--- src/lss_pkg.sv ---
// Shared types and constants for the lidar sector steering block.
`timescale 1ns / 1ps
`default_nettype none

package lss_pkg;

    localparam int N_W        = 13;
    localparam int CFG_IDX_W  = 3;
    localparam int CFG_DATA_W = 16;
    localparam int SPEED_W    = 10;
    localparam int RATE_W     = 11;
    localparam int MM_W       = 16;

    localparam logic [CFG_IDX_W-1:0] CFG_RAY_COUNT      = 3'd0;
    localparam logic [CFG_IDX_W-1:0] CFG_RANGE_FLOOR    = 3'd1;
    localparam logic [CFG_IDX_W-1:0] CFG_RANGE_CEILING  = 3'd2;
    localparam logic [CFG_IDX_W-1:0] CFG_FRONT_CLEAR_MM = 3'd3;
    localparam logic [CFG_IDX_W-1:0] CFG_SIDE_NEAR_MM   = 3'd4;
    localparam logic [CFG_IDX_W-1:0] CFG_CRUISE_SPEED   = 3'd5;

    localparam logic [N_W-1:0]     RST_RAY_COUNT      = 13'd720;
    localparam logic [MM_W-1:0]    RST_RANGE_FLOOR    = 16'd120;
    localparam logic [MM_W-1:0]    RST_RANGE_CEILING  = 16'd30000;
    localparam logic [MM_W-1:0]    RST_FRONT_CLEAR_MM = 16'd350;
    localparam logic [MM_W-1:0]    RST_SIDE_NEAR_MM   = 16'd120;
    localparam logic [SPEED_W-1:0] RST_CRUISE_SPEED   = 10'd100;

    localparam logic [N_W-1:0] MIN_RAYS = 13'd8;

    localparam int               RECIP3_W     = 16;
    localparam logic [15:0]      RECIP3       = 16'd43691;
    localparam int               RECIP3_SHIFT = 17;

    localparam int               PI_W      = 19;
    localparam logic [PI_W-1:0]  PI_SCALE  = 19'd314159;
    localparam int               DEN_W     = 21;
    localparam logic [7:0]       DEN_SCALE = 8'd200;

    localparam int DIV_STEPS = 11;
    localparam int STEP_W    = 4;

    localparam int                 SETTLE_W      = 2;
    localparam logic [SETTLE_W-1:0] SETTLE_CYCLES = 2'd3;

    localparam logic [RATE_W-1:0] RATE_LIMIT = 11'd1000;
    localparam logic [RATE_W-1:0] NUDGE_RATE = 11'd100;

    typedef enum logic [1:0] {
        NUDGE_NONE,
        NUDGE_POS,
        NUDGE_NEG
    } lss_nudge_t;

    typedef struct packed {
        logic [N_W-1:0]     n;
        logic [N_W-1:0]     r_lo;
        logic [N_W-1:0]     r_hi;
        logic [N_W-1:0]     f_lo;
        logic [N_W-1:0]     f_hi;
        logic [N_W-1:0]     l_lo;
        logic [N_W-1:0]     l_hi;
        logic [MM_W-1:0]    range_floor;
        logic [MM_W-1:0]    range_ceiling;
        logic [MM_W-1:0]    front_clear;
        logic [MM_W-1:0]    side_near;
        logic [SPEED_W-1:0] cruise;
    } lss_cfg_t;

    typedef struct packed {
        logic accept;
        logic snap;
        logic mul;
        logic div_init;
        logic div_step;
        logic out_load;
    } lss_cmd_t;

endpackage

`default_nettype wire

--- src/lss_if.sv ---
// Handshake channels of the lidar sector steering block: rays, steering results, register writes.
`timescale 1ns / 1ps
`default_nettype none

interface lss_ray_if #(parameter int RANGE_BITS = 16);
    logic                  valid;
    logic                  ready;
    logic [RANGE_BITS-1:0] range_mm;
    logic                  is_infinite;
    logic                  last_ray;

    modport source (output valid, output range_mm, output is_infinite, output last_ray,
                    input ready);
    modport sink   (input valid, input range_mm, input is_infinite, input last_ray,
                    output ready);
endinterface

interface lss_steer_if;
    logic                               valid;
    logic                               ready;
    logic [lss_pkg::SPEED_W-1:0]        linear_speed;
    logic signed [lss_pkg::RATE_W-1:0]  angular_rate;
    logic                               obstacle_ahead;

    modport source (output valid, output linear_speed, output angular_rate,
                    output obstacle_ahead, input ready);
    modport sink   (input valid, input linear_speed, input angular_rate,
                    input obstacle_ahead, output ready);
endinterface

interface lss_cfg_if;
    logic                            valid;
    logic                            ready;
    logic [lss_pkg::CFG_IDX_W-1:0]   index;
    logic [lss_pkg::CFG_DATA_W-1:0]  data;

    modport source (output valid, output index, output data, input ready);
    modport sink   (input valid, input index, input data, output ready);
endinterface

`default_nettype wire

--- src/lss_cfg_regs.sv ---
// Configuration registers and the derived sector bounds.
`timescale 1ns / 1ps
`default_nettype none

module lss_cfg_regs #(
    parameter int MAX_RAYS = 4096
) (
    input  wire logic        clk,
    input  wire logic        rst_n,
    lss_cfg_if.sink          cfg,
    output logic             written,
    output lss_pkg::lss_cfg_t cfg_out
);

    localparam int N_W = lss_pkg::N_W;
    localparam int MM_W = lss_pkg::MM_W;
    localparam int TN_W = N_W + 2;
    localparam int PR_W = N_W + lss_pkg::RECIP3_W;

    logic [N_W-1:0]              ray_count_reg;
    logic [MM_W-1:0]             range_floor_reg;
    logic [MM_W-1:0]             range_ceiling_reg;
    logic [MM_W-1:0]             front_clear_reg;
    logic [MM_W-1:0]             side_near_reg;
    logic [lss_pkg::SPEED_W-1:0] cruise_reg;

    logic [N_W-1:0] n_a_reg, n_a_next;
    logic [N_W-1:0] n_b_reg, r0_b_reg, f0_b_reg, l0_b_reg, seg_b_reg;
    logic [N_W-1:0] r0_b_next, f0_b_next, l0_b_next, seg_b_next;
    logic [N_W-1:0] n_c_reg, r_lo_reg, r_hi_reg, f_lo_reg, f_hi_reg, l_lo_reg, l_hi_reg;
    logic [N_W-1:0] half_c;
    logic [TN_W-1:0] three_n;
    logic [N_W-1:0]  diff;
    logic [PR_W-1:0] seg_prod;

    assign cfg.ready = 1'b1;
    assign written   = cfg.valid && cfg.ready;

    always_ff @(posedge clk or negedge rst_n)
    begin
        if (!rst_n)
        begin
            ray_count_reg     <= lss_pkg::RST_RAY_COUNT;
            range_floor_reg   <= lss_pkg::RST_RANGE_FLOOR;
            range_ceiling_reg <= lss_pkg::RST_RANGE_CEILING;
            front_clear_reg   <= lss_pkg::RST_FRONT_CLEAR_MM;
            side_near_reg     <= lss_pkg::RST_SIDE_NEAR_MM;
            cruise_reg        <= lss_pkg::RST_CRUISE_SPEED;
        end
        else if (written)
        begin
            unique case (cfg.index)
                lss_pkg::CFG_RAY_COUNT:      ray_count_reg     <= cfg.data[N_W-1:0];
                lss_pkg::CFG_RANGE_FLOOR:    range_floor_reg   <= cfg.data[MM_W-1:0];
                lss_pkg::CFG_RANGE_CEILING:  range_ceiling_reg <= cfg.data[MM_W-1:0];
                lss_pkg::CFG_FRONT_CLEAR_MM: front_clear_reg   <= cfg.data[MM_W-1:0];
                lss_pkg::CFG_SIDE_NEAR_MM:   side_near_reg     <= cfg.data[MM_W-1:0];
                lss_pkg::CFG_CRUISE_SPEED:   cruise_reg        <= cfg.data[lss_pkg::SPEED_W-1:0];
                default:                     ;
            endcase
        end
    end

    // clamp ray count
    always_comb
    begin
        priority if (ray_count_reg < lss_pkg::MIN_RAYS)
            n_a_next = lss_pkg::MIN_RAYS;
        else if (32'(ray_count_reg) > 32'(MAX_RAYS))
            n_a_next = N_W'(MAX_RAYS);
        else
            n_a_next = ray_count_reg;
    end

    // quarter points and segment width, divide by three through the reciprocal
    always_comb
    begin
        three_n    = TN_W'(n_a_reg) + (TN_W'(n_a_reg) << 1);
        r0_b_next  = n_a_reg >> 2;
        f0_b_next  = n_a_reg >> 1;
        l0_b_next  = N_W'(three_n >> 2);
        diff       = l0_b_next - r0_b_next;
        seg_prod   = PR_W'(diff) * PR_W'(lss_pkg::RECIP3);
        seg_b_next = N_W'(seg_prod >> lss_pkg::RECIP3_SHIFT);
    end

    assign half_c = seg_b_reg >> 1;

    always_ff @(posedge clk)
    begin
        n_a_reg   <= n_a_next;
        n_b_reg   <= n_a_reg;
        r0_b_reg  <= r0_b_next;
        f0_b_reg  <= f0_b_next;
        l0_b_reg  <= l0_b_next;
        seg_b_reg <= seg_b_next;
        n_c_reg   <= n_b_reg;
        r_lo_reg  <= r0_b_reg;
        r_hi_reg  <= r0_b_reg + seg_b_reg;
        f_lo_reg  <= f0_b_reg - half_c;
        f_hi_reg  <= f0_b_reg + half_c;
        l_lo_reg  <= l0_b_reg - seg_b_reg;
        l_hi_reg  <= l0_b_reg;
    end

    always_comb
    begin
        cfg_out.n             = n_c_reg;
        cfg_out.r_lo          = r_lo_reg;
        cfg_out.r_hi          = r_hi_reg;
        cfg_out.f_lo          = f_lo_reg;
        cfg_out.f_hi          = f_hi_reg;
        cfg_out.l_lo          = l_lo_reg;
        cfg_out.l_hi          = l_hi_reg;
        cfg_out.range_floor   = range_floor_reg;
        cfg_out.range_ceiling = range_ceiling_reg;
        cfg_out.front_clear   = front_clear_reg;
        cfg_out.side_near     = side_near_reg;
        cfg_out.cruise        = cruise_reg;
    end

endmodule

`default_nettype wire

--- src/lss_datapath.sv ---
// Sector trackers, heading multiply, restoring divider and result register.
`timescale 1ns / 1ps
`default_nettype none

module lss_datapath #(
    parameter int MAX_RAYS   = 4096,
    parameter int RANGE_BITS = 16
) (
    input  wire logic                         clk,
    input  wire logic                         rst_n,
    input  lss_pkg::lss_cmd_t                 cmd,
    input  lss_pkg::lss_cfg_t                 cfg,
    input  wire logic [RANGE_BITS-1:0]        range_mm,
    input  wire logic                         is_infinite,
    input  wire logic                         last_ray,
    output logic [lss_pkg::SPEED_W-1:0]       linear_speed,
    output logic signed [lss_pkg::RATE_W-1:0] angular_rate,
    output logic                              obstacle_ahead
);

    localparam int N_W   = lss_pkg::N_W;
    localparam int IDX_W = $clog2(MAX_RAYS);
    localparam int BW    = (IDX_W > N_W) ? IDX_W : N_W;
    localparam int PW    = (RANGE_BITS > lss_pkg::MM_W) ? RANGE_BITS : lss_pkg::MM_W;
    localparam int MW    = (IDX_W + 1 > N_W) ? IDX_W + 1 : N_W;
    localparam int PRW   = MW + lss_pkg::PI_W;
    localparam int DSW   = lss_pkg::DEN_W + lss_pkg::DIV_STEPS + 1;
    localparam int RW    = (PRW > DSW) ? PRW : DSW;
    localparam int QW    = lss_pkg::DIV_STEPS;
    localparam int RTW   = lss_pkg::RATE_W;
    localparam logic [IDX_W-1:0] IDX_MAX = IDX_W'(MAX_RAYS - 1);

    logic [IDX_W-1:0] ray_index_reg, ray_index_next;
    logic [PW-1:0]    rp_reg, rl_reg, fl_reg, lp_reg, ll_reg;
    logic [PW-1:0]    rp_next, rl_next, fl_next, lp_next, ll_next;
    logic [IDX_W-1:0] rpr_reg, lpr_reg, rpr_next, lpr_next;

    logic                job_clear_reg;
    logic [IDX_W-1:0]    job_idx_reg;
    lss_pkg::lss_nudge_t job_nudge_reg, nudge_next;

    logic                           neg_reg, zero_reg;
    logic [PRW-1:0]                 prod_reg;
    logic [lss_pkg::DEN_W-1:0]      den_reg;
    logic [RW-1:0]                  rem_reg, dsh_reg;
    logic [QW-1:0]                  quo_reg;
    logic                           ovf_reg;

    logic [lss_pkg::SPEED_W-1:0] speed_reg;
    logic [RTW-1:0]              rate_reg, rate_next;
    logic                        obst_reg;

    logic          first;
    logic [BW-1:0] ib;
    logic          in_r, in_f, in_l;
    logic [PW-1:0] rng, cur_rp, cur_rl, cur_fl, cur_lp, cur_ll, near;
    logic [MW-1:0] two_idx, n_ext, mag;
    logic          neg_next, zero_next;
    logic [RTW-1:0] mag_rate, nudge_val;

    // sector update
    always_comb
    begin
        first  = (ray_index_reg == '0);
        ib     = BW'(ray_index_reg);
        rng    = PW'(range_mm);
        near   = PW'(cfg.side_near);
        cur_rp = first ? PW'(cfg.range_floor)   : rp_reg;
        cur_lp = first ? PW'(cfg.range_floor)   : lp_reg;
        cur_rl = first ? PW'(cfg.range_ceiling) : rl_reg;
        cur_fl = first ? PW'(cfg.range_ceiling) : fl_reg;
        cur_ll = first ? PW'(cfg.range_ceiling) : ll_reg;

        in_r = !is_infinite && (ib >= BW'(cfg.r_lo)) && (ib < BW'(cfg.r_hi));
        in_f = !is_infinite && (ib >= BW'(cfg.f_lo)) && (ib < BW'(cfg.f_hi));
        in_l = !is_infinite && (ib >= BW'(cfg.l_lo)) && (ib < BW'(cfg.l_hi));

        rp_next  = cur_rp;
        rpr_next = rpr_reg;
        if (in_r && (rng > cur_rp))
        begin
            rp_next  = rng;
            rpr_next = ray_index_reg;
        end
        lp_next  = cur_lp;
        lpr_next = lpr_reg;
        if (in_l && (rng > cur_lp))
        begin
            lp_next  = rng;
            lpr_next = ray_index_reg;
        end
        rl_next = (in_r && (rng < cur_rl)) ? rng : cur_rl;
        fl_next = (in_f && (rng < cur_fl)) ? rng : cur_fl;
        ll_next = (in_l && (rng < cur_ll)) ? rng : cur_ll;

        priority if (last_ray)
            ray_index_next = '0;
        else if (ray_index_reg != IDX_MAX)
            ray_index_next = ray_index_reg + 1'b1;
        else
            ray_index_next = ray_index_reg;

        priority if ((rl_next < near) && (ll_next > near))
            nudge_next = lss_pkg::NUDGE_POS;
        else if ((ll_next < near) && (rl_next > near))
            nudge_next = lss_pkg::NUDGE_NEG;
        else
            nudge_next = lss_pkg::NUDGE_NONE;
    end

    always_ff @(posedge clk or negedge rst_n)
    begin
        if (!rst_n)
        begin
            ray_index_reg <= '0;
            rpr_reg       <= '0;
            lpr_reg       <= '0;
        end
        else if (cmd.accept)
        begin
            ray_index_reg <= ray_index_next;
            rpr_reg       <= rpr_next;
            lpr_reg       <= lpr_next;
        end
    end

    always_ff @(posedge clk)
    begin
        if (cmd.accept)
        begin
            rp_reg <= rp_next;
            rl_reg <= rl_next;
            fl_reg <= fl_next;
            lp_reg <= lp_next;
            ll_reg <= ll_next;
        end
        if (cmd.snap)
        begin
            job_clear_reg <= (fl_next > PW'(cfg.front_clear));
            job_idx_reg   <= (rp_next > lp_next) ? rpr_next : lpr_next;
            job_nudge_reg <= nudge_next;
        end
    end

    // heading offset times pi scale
    always_comb
    begin
        two_idx   = MW'(job_idx_reg) << 1;
        n_ext     = MW'(cfg.n);
        neg_next  = (two_idx < n_ext);
        zero_next = (two_idx == n_ext);
        mag       = neg_next ? (n_ext - two_idx) : (two_idx - n_ext);
    end

    always_ff @(posedge clk)
    begin
        if (cmd.mul)
        begin
            neg_reg  <= neg_next;
            zero_reg <= zero_next;
            prod_reg <= PRW'(mag) * PRW'(lss_pkg::PI_SCALE);
            den_reg  <= lss_pkg::DEN_W'(cfg.n) * lss_pkg::DEN_W'(lss_pkg::DEN_SCALE);
        end
        if (cmd.div_init)
        begin
            rem_reg <= RW'(prod_reg);
            dsh_reg <= RW'(den_reg) << (lss_pkg::DIV_STEPS - 1);
            quo_reg <= '0;
            ovf_reg <= (RW'(prod_reg) >= (RW'(den_reg) << lss_pkg::DIV_STEPS));
        end
        else if (cmd.div_step)
        begin
            if (rem_reg >= dsh_reg)
            begin
                rem_reg <= rem_reg - dsh_reg;
                quo_reg <= {quo_reg[QW-2:0], 1'b1};
            end
            else
            begin
                quo_reg <= {quo_reg[QW-2:0], 1'b0};
            end
            dsh_reg <= dsh_reg >> 1;
        end
    end

    // saturate, sign and nudge selection
    always_comb
    begin
        priority if (ovf_reg || (RTW'(quo_reg) > lss_pkg::RATE_LIMIT))
            mag_rate = lss_pkg::RATE_LIMIT;
        else
            mag_rate = RTW'(quo_reg);

        unique case (job_nudge_reg)
            lss_pkg::NUDGE_POS: nudge_val = lss_pkg::NUDGE_RATE;
            lss_pkg::NUDGE_NEG: nudge_val = ~lss_pkg::NUDGE_RATE + 1'b1;
            default:            nudge_val = '0;
        endcase

        priority if (job_clear_reg || zero_reg)
            rate_next = nudge_val;
        else if (neg_reg)
            rate_next = ~mag_rate + 1'b1;
        else
            rate_next = mag_rate;
    end

    always_ff @(posedge clk)
    begin
        if (cmd.out_load)
        begin
            speed_reg <= cfg.cruise;
            rate_reg  <= rate_next;
            obst_reg  <= !job_clear_reg;
        end
    end

    assign linear_speed   = speed_reg;
    assign angular_rate   = $signed(rate_reg);
    assign obstacle_ahead = obst_reg;

endmodule

`default_nettype wire

--- src/lss_ctrl.sv ---
// Sequencer for ray intake, end-of-scan arithmetic and the result register.
`timescale 1ns / 1ps
`default_nettype none

module lss_ctrl (
    input  wire logic         clk,
    input  wire logic         rst_n,
    input  wire logic         in_valid,
    input  wire logic         in_last,
    input  wire logic         out_ready,
    input  wire logic         cfg_write,
    output logic              in_ready,
    output logic              out_valid,
    output lss_pkg::lss_cmd_t cmd
);

    localparam logic [2:0] ST_RUN   = 3'd0;
    localparam logic [2:0] ST_MUL   = 3'd1;
    localparam logic [2:0] ST_DINIT = 3'd2;
    localparam logic [2:0] ST_DIV   = 3'd3;
    localparam logic [2:0] ST_DONE  = 3'd4;

    localparam logic [lss_pkg::STEP_W-1:0] STEP_LAST =
        lss_pkg::STEP_W'(lss_pkg::DIV_STEPS - 1);

    logic [2:0]                     state_reg, state_next;
    logic [lss_pkg::STEP_W-1:0]     step_reg, step_next;
    logic [lss_pkg::SETTLE_W-1:0]   settle_reg, settle_next;
    logic                           out_valid_reg, out_valid_next;

    always_comb
    begin
        in_ready     = (state_reg == ST_RUN) && (settle_reg == '0);
        cmd.accept   = in_valid && in_ready;
        cmd.snap     = cmd.accept && in_last;
        cmd.mul      = (state_reg == ST_MUL);
        cmd.div_init = (state_reg == ST_DINIT);
        cmd.div_step = (state_reg == ST_DIV);
        cmd.out_load = (state_reg == ST_DONE) && (!out_valid_reg || out_ready);

        state_next = state_reg;
        step_next  = step_reg;
        unique case (state_reg)
            ST_RUN:
                if (cmd.snap)
                    state_next = ST_MUL;
            ST_MUL:
                state_next = ST_DINIT;
            ST_DINIT:
            begin
                state_next = ST_DIV;
                step_next  = '0;
            end
            ST_DIV:
            begin
                step_next = step_reg + 1'b1;
                if (step_reg == STEP_LAST)
                    state_next = ST_DONE;
            end
            ST_DONE:
                if (cmd.out_load)
                    state_next = ST_RUN;
            default:
                state_next = ST_RUN;
        endcase

        priority if (cfg_write)
            settle_next = lss_pkg::SETTLE_CYCLES;
        else if (settle_reg != '0)
            settle_next = settle_reg - 1'b1;
        else
            settle_next = settle_reg;

        priority if (cmd.out_load)
            out_valid_next = 1'b1;
        else if (out_ready)
            out_valid_next = 1'b0;
        else
            out_valid_next = out_valid_reg;
    end

    always_ff @(posedge clk or negedge rst_n)
    begin
        if (!rst_n)
        begin
            state_reg     <= ST_RUN;
            step_reg      <= '0;
            settle_reg    <= lss_pkg::SETTLE_CYCLES;
            out_valid_reg <= 1'b0;
        end
        else
        begin
            state_reg     <= state_next;
            step_reg      <= step_next;
            settle_reg    <= settle_next;
            out_valid_reg <= out_valid_next;
        end
    end

    assign out_valid = out_valid_reg;

    a_snap_starts_job: assert property (@(posedge clk) disable iff (!rst_n)
        cmd.snap |=> (state_reg == ST_MUL))
        else $error("last ray did not start the heading job");

    a_load_needs_room: assert property (@(posedge clk) disable iff (!rst_n)
        cmd.out_load |-> (!out_valid_reg || out_ready))
        else $error("result loaded over an untaken beat");

    a_settle_blocks_rays: assert property (@(posedge clk) disable iff (!rst_n)
        cfg_write |=> !in_ready)
        else $error("ray taken while sector bounds settle");

    a_step_bound: assert property (@(posedge clk) disable iff (!rst_n)
        (state_reg == ST_DIV) |-> (step_reg <= STEP_LAST))
        else $error("divider ran past its last step");

endmodule

`default_nettype wire

--- src/lidar_sector_steering_core.sv ---
// Top level of the lidar sector steering block.
//
// Rays enter one per cycle while a scan runs; every ray, infinite or not, advances the ray
// counter. A ray flagged last closes the scan: ready then stays low through the multiply
// state, the divider set-up state and the 11 steps of the restoring divider that forms the turn
// rate, up to the load into the result register, and longer only if the previous result has
// not yet been taken. The result register lets the next scan's rays enter while a result waits.
// After reset and after every register write, ready stays low while the sector bounds are
// re-derived from the ray count.
`timescale 1ns / 1ps
`default_nettype none

module lidar_sector_steering_core #(
    parameter int MAX_RAYS   = 4096,
    parameter int RANGE_BITS = 16
) (
    input  wire logic   clk,
    input  wire logic   rst_n,
    lss_ray_if.sink     ray,
    lss_steer_if.source steer,
    lss_cfg_if.sink     cfg
);

    lss_pkg::lss_cfg_t cfg_vals;
    lss_pkg::lss_cmd_t cmd;
    logic              cfg_written;

    lss_cfg_regs #(
        .MAX_RAYS (MAX_RAYS)
    ) u_cfg (
        .clk     (clk),
        .rst_n   (rst_n),
        .cfg     (cfg),
        .written (cfg_written),
        .cfg_out (cfg_vals)
    );

    lss_ctrl u_ctrl (
        .clk       (clk),
        .rst_n     (rst_n),
        .in_valid  (ray.valid),
        .in_last   (ray.last_ray),
        .out_ready (steer.ready),
        .cfg_write (cfg_written),
        .in_ready  (ray.ready),
        .out_valid (steer.valid),
        .cmd       (cmd)
    );

    lss_datapath #(
        .MAX_RAYS   (MAX_RAYS),
        .RANGE_BITS (RANGE_BITS)
    ) u_dp (
        .clk            (clk),
        .rst_n          (rst_n),
        .cmd            (cmd),
        .cfg            (cfg_vals),
        .range_mm       (ray.range_mm),
        .is_infinite    (ray.is_infinite),
        .last_ray       (ray.last_ray),
        .linear_speed   (steer.linear_speed),
        .angular_rate   (steer.angular_rate),
        .obstacle_ahead (steer.obstacle_ahead)
    );

endmodule

`default_nettype wire
--- src/flat_wrapper.sv ---
// flat-port wrapper written by rule: the top's interface ports become plain ports
module lidar_sector_steering_core_flat 
#(
    parameter int MAX_RAYS   = 4096,
    parameter int RANGE_BITS = 16
)
  (clk, rst_n, ray_valid, ray_range_mm, ray_is_infinite, ray_last_ray, ray_ready, steer_valid, steer_linear_speed, steer_angular_rate, steer_obstacle_ahead, steer_ready, cfg_valid, cfg_index, cfg_data, cfg_ready);
  lss_ray_if #(.RANGE_BITS(RANGE_BITS)) ray_i ();
  lss_steer_if steer_i ();
  lss_cfg_if cfg_i ();
  input  wire logic clk;
  input  wire logic rst_n;
  input wire logic [$bits(ray_i.valid)-1:0] ray_valid;
  input wire logic [$bits(ray_i.range_mm)-1:0] ray_range_mm;
  input wire logic [$bits(ray_i.is_infinite)-1:0] ray_is_infinite;
  input wire logic [$bits(ray_i.last_ray)-1:0] ray_last_ray;
  output wire logic [$bits(ray_i.ready)-1:0] ray_ready;
  output wire logic [$bits(steer_i.valid)-1:0] steer_valid;
  output wire logic [$bits(steer_i.linear_speed)-1:0] steer_linear_speed;
  output wire logic [$bits(steer_i.angular_rate)-1:0] steer_angular_rate;
  output wire logic [$bits(steer_i.obstacle_ahead)-1:0] steer_obstacle_ahead;
  input wire logic [$bits(steer_i.ready)-1:0] steer_ready;
  input wire logic [$bits(cfg_i.valid)-1:0] cfg_valid;
  input wire logic [$bits(cfg_i.index)-1:0] cfg_index;
  input wire logic [$bits(cfg_i.data)-1:0] cfg_data;
  output wire logic [$bits(cfg_i.ready)-1:0] cfg_ready;
  assign ray_i.valid = ray_valid;
  assign ray_i.range_mm = ray_range_mm;
  assign ray_i.is_infinite = ray_is_infinite;
  assign ray_i.last_ray = ray_last_ray;
  assign ray_ready = ray_i.ready;
  assign steer_valid = steer_i.valid;
  assign steer_linear_speed = steer_i.linear_speed;
  assign steer_angular_rate = steer_i.angular_rate;
  assign steer_obstacle_ahead = steer_i.obstacle_ahead;
  assign steer_i.ready = steer_ready;
  assign cfg_i.valid = cfg_valid;
  assign cfg_i.index = cfg_index;
  assign cfg_i.data = cfg_data;
  assign cfg_ready = cfg_i.ready;
  lidar_sector_steering_core #(.MAX_RAYS(MAX_RAYS), .RANGE_BITS(RANGE_BITS)) u_core (.clk(clk), .rst_n(rst_n), .ray(ray_i), .steer(steer_i), .cfg(cfg_i));
endmodule
--- config.mk ---
export PLATFORM = sky130hd
export DESIGN_NAME = lidar_sector_steering_core_flat
export DESIGN_NICKNAME = d
export VERILOG_FILES = /design/src/lss_pkg.sv /design/src/lss_if.sv /design/src/lss_cfg_regs.sv /design/src/lss_datapath.sv /design/src/lss_ctrl.sv /design/src/lidar_sector_steering_core.sv /design/src/flat_wrapper.sv
export SDC_FILE = /design/constraint.sdc
export NUM_CORES = 2
export LEC_CHECK = 0
export ABC_AREA = 1
export BUFFER_PORTS_ARGS = -buffer_cell sky130_fd_sc_hd__buf_4
export CAP_MARGIN = 20
export CORE_MARGIN = 2
export CORE_UTILIZATION = 54
export DETAILED_ROUTE_END_ITERATION = 8
export PLACE_DENSITY = 0.7
export SYNTH_ARGS = -nofsm -noshare
export SYNTH_HDL_FRONTEND = slang
export SYNTH_SLANG_ARGS = --single-unit
--- constraint.sdc ---
create_clock -name clk -period 13.7 [get_ports clk]
set_input_delay 2.74 -clock clk [delete_from_list [all_inputs] [get_ports clk]]
set_output_delay 2.74 -clock clk [all_outputs]
set_load 0.01 [all_outputs]
==> results.ini <==
[routing]
wl_um=104000
dr_total_vias=31600
routedWlPerCell_um=17.8
drc=0
drt_iter0_drc=2035
ant_nets=0
drt_pre_antenna_iters=5
via_per_inst=5.42

[sta]
finalHoldViolCount=0
finalClockSkew_ns=0.0532
max_slew_margin_pct=25.8
setup_viol=0
slew_viol_final=0
finalSetupTns_ns=0
worst_pin_slew_ns=1.11
fin_crit_ns=7.84
fmaxAchievable_ghz=0.128
rsz0062_at_grt=no
fin_crit_sh_pct=57.2

[synthesis]
synth.largest_area_cell=ha_1
synth_cell_types=62
ys.flop_type=edfxtp_1
synth_top_area_share_pct=18.5
ys_ff_latch=505
async_flop_share_pct=26.3
synth_seq_area_share_pct=33.0
synthTopCellsByCount=943 x inv_1, 884 x nand2_1, 586 x ha_1
avgSynthCellArea_sq_um=8.31
yosys.area_share.simple_pct=15.9
synth_xor_area_share_pct=3.14
syn-num-nets=5533
yosysMostFrequentCell=inv_1
synth_top_family_by_area=adder cells
ys_top_cells_by_area=ha_1 19%, edfxtp_1 17%, inv_1 8.9%, nand2_1 8.4%, dfxtp_1 7.6%
synth_edf_count=222
synthAdderAreaFrac_pct=25.9
yosys_warnings=0
synth.area.mux_share_pct=0
synthCells=4760
synth-compound-area-share_pct=12.0
syn_area_sq_um=39600

[setup_path]
required_ns=14.06
criticalPathCategory=reg -> reg
start_kind=register
crit_start=u_core.u_cfg.n_c_reg[2]
cp_slowest_cell=xor2_1
path_common_cell=fa_1
critPathMaxStageDelay_ns=0.61
cp.arrival_ns=8.21
r2r_start=u_core.u_cfg.n_c_reg[2]
crit_family=adder cells
cp_max_fo=13
crit_buf_inv=4
critPathCaptureType=register

[floorplanning]
die_height_um=275
io_pins=67
num_rows=99
start_util_pct=54.4
design.die.area_sq_um=75400
core_area_sq_um=72700
die_w_um=275

[flow_run]
cap_violations=0

[clock_tree]
cts.clk_slew.worst_paths_ns=0.06
clkSinkCount=505
postCtsHoldBufs=0
clock_latency_ns=0.65
cts_tree=yes
cts.repair.resized=0
cts_root_buf=clkbuf_16
cts_max_path_buffers=3
cts-buffers-inserted=59
cts_setup_buffers=0
cts.htree.levels=2

[cells_and_area]
drive_above_1_share_pct=5.69
fill_cells=6465
nets=5593
regArea_sq_um=13000
layout-area-overhead-vs-synth_pct=8.76
largest_register_ff_count=33
multi_input_area_sq_um=22600

[global_route]
grt_start_max_net_pins=77
grt.overflow.total=0
grt_pass1_vias=31500
antenna_found_initial=2
grt_pass1_wl_um=166000
grt.total_usage_pct=27.8

[placed_design]
dpl.hpwl_um=81400
portBuffers=65
gp_congestion=0.968

[min_path]
hp-start=u_core.u_cfg.n_a_reg[0]
worstHoldPathType=reg -> reg

[run_status]
outcome=finished clean

path summary, 6_finish.rpt:
kind,endpoint,slack [ns],cells after the start
min,u_core.u_cfg.n_b_reg[0],0.35,0
max,u_core.u_dp.prod_reg[26],5.86,25
min reg2reg,u_core.u_cfg.n_b_reg[0],0.35,0
max in group asynchronous,u_core.u_ctrl.state_reg[0],10.23,2
max reg2reg,u_core.u_dp.prod_reg[26],5.86,25
min in group asynchronous,u_core.u_cfg.ray_count_reg[5],2.10,1
cell type report:
class,instances,share of cell area [%]
Antenna cell,3,0.0175
Multi-Input combinational cell,3210,52.4
Timing Repair Buffer,86,1.53
Clock buffer,83,3.97
Sequential cell,505,30.3
Tap cell,959,2.79
Inverter,958,8.36
Clock inverter,29,0.596
stage by stage:
step / instances / area [sq um] / setup WS, ns / util (%) / hold slack, ns
2_1_floorplan: 4760 / 39600 / 6.97 / - / 0.310
3_3_place_gp: 5716 / 41000 / 5.97 / 56.4 / 0.342
3_5_place_dp: 5716 / 41000 / 5.90 / 56.4 / 0.341
4_1_cts: 5828 / 43000 / 5.90 / 59.1 / 0.354
5_1_grt: 5830 / 43000 / 5.36 / 59.2 / 0.373
6_report: 5833 / 43000 / 5.86 / 59.2 / 0.354
placed cells by master, fill, tap and decap left out, drive strengths merged, types with 3 or more instances in the layout:
cell type	Yosys	final
o21ai	378	378
xnor2	38	38
fa	145	145
o21a	10	10
a21oi	285	285
o21bai	21	21
dfstp	30	30
diode	0	3
a221oi	7	7
dfxtp	150	150
inv	954	964
nand3b	11	11
nor3b	3	3
a21boi	7	7
o211ai	7	7
o31ai	7	7
xor2	104	104
nor4	15	15
o221ai	8	8
edfxtp	222	222
ha	586	586
a21o	23	23
o22ai	35	35
a31oi	39	39
nand3	190	190
nand4	75	75
nor2	227	227
o2111ai	5	5
dfrtp	103	103
a211oi	19	19
clkinv	4	20
nor3	47	47
nand2	898	898
clkbuf	61	83
buf	26	86
or2	10	10
logic make-up (layout without fill, tap and decap cells):
| group | count (synthesis) | after routing |
|---|---|---|
| AO/OA/AOI/OAI | 857 | 857 |
| adder cells (fa/ha/maj) | 731 | 731 |
| other | 1 | 4 |
| XOR/XNOR | 142 | 142 |
| flip-flops | 505 | 505 |
| AND/OR/NAND/NOR | 1479 | 1479 |
| buffers and inverters | 1045 | 1156 |
metal layers:
metal | routed length (um) | GRT usage, % | part of all wire (%) | up-vias
li1 | - | - | - | 15700
met1 | 44400 | 34.7 | 43 | 14900
met2 | 50800 | 49.4 | 49 | 773
met3 | 4910 | 3.49 | 4.7 | 211
met4 | 3780 | 10.1 | 3.6 | 0
met5 | 0 | 0 | 0 | -
Power is not shown: default switching activity piles up to over one toggle a cycle in this logic, so the estimate is an artifact.
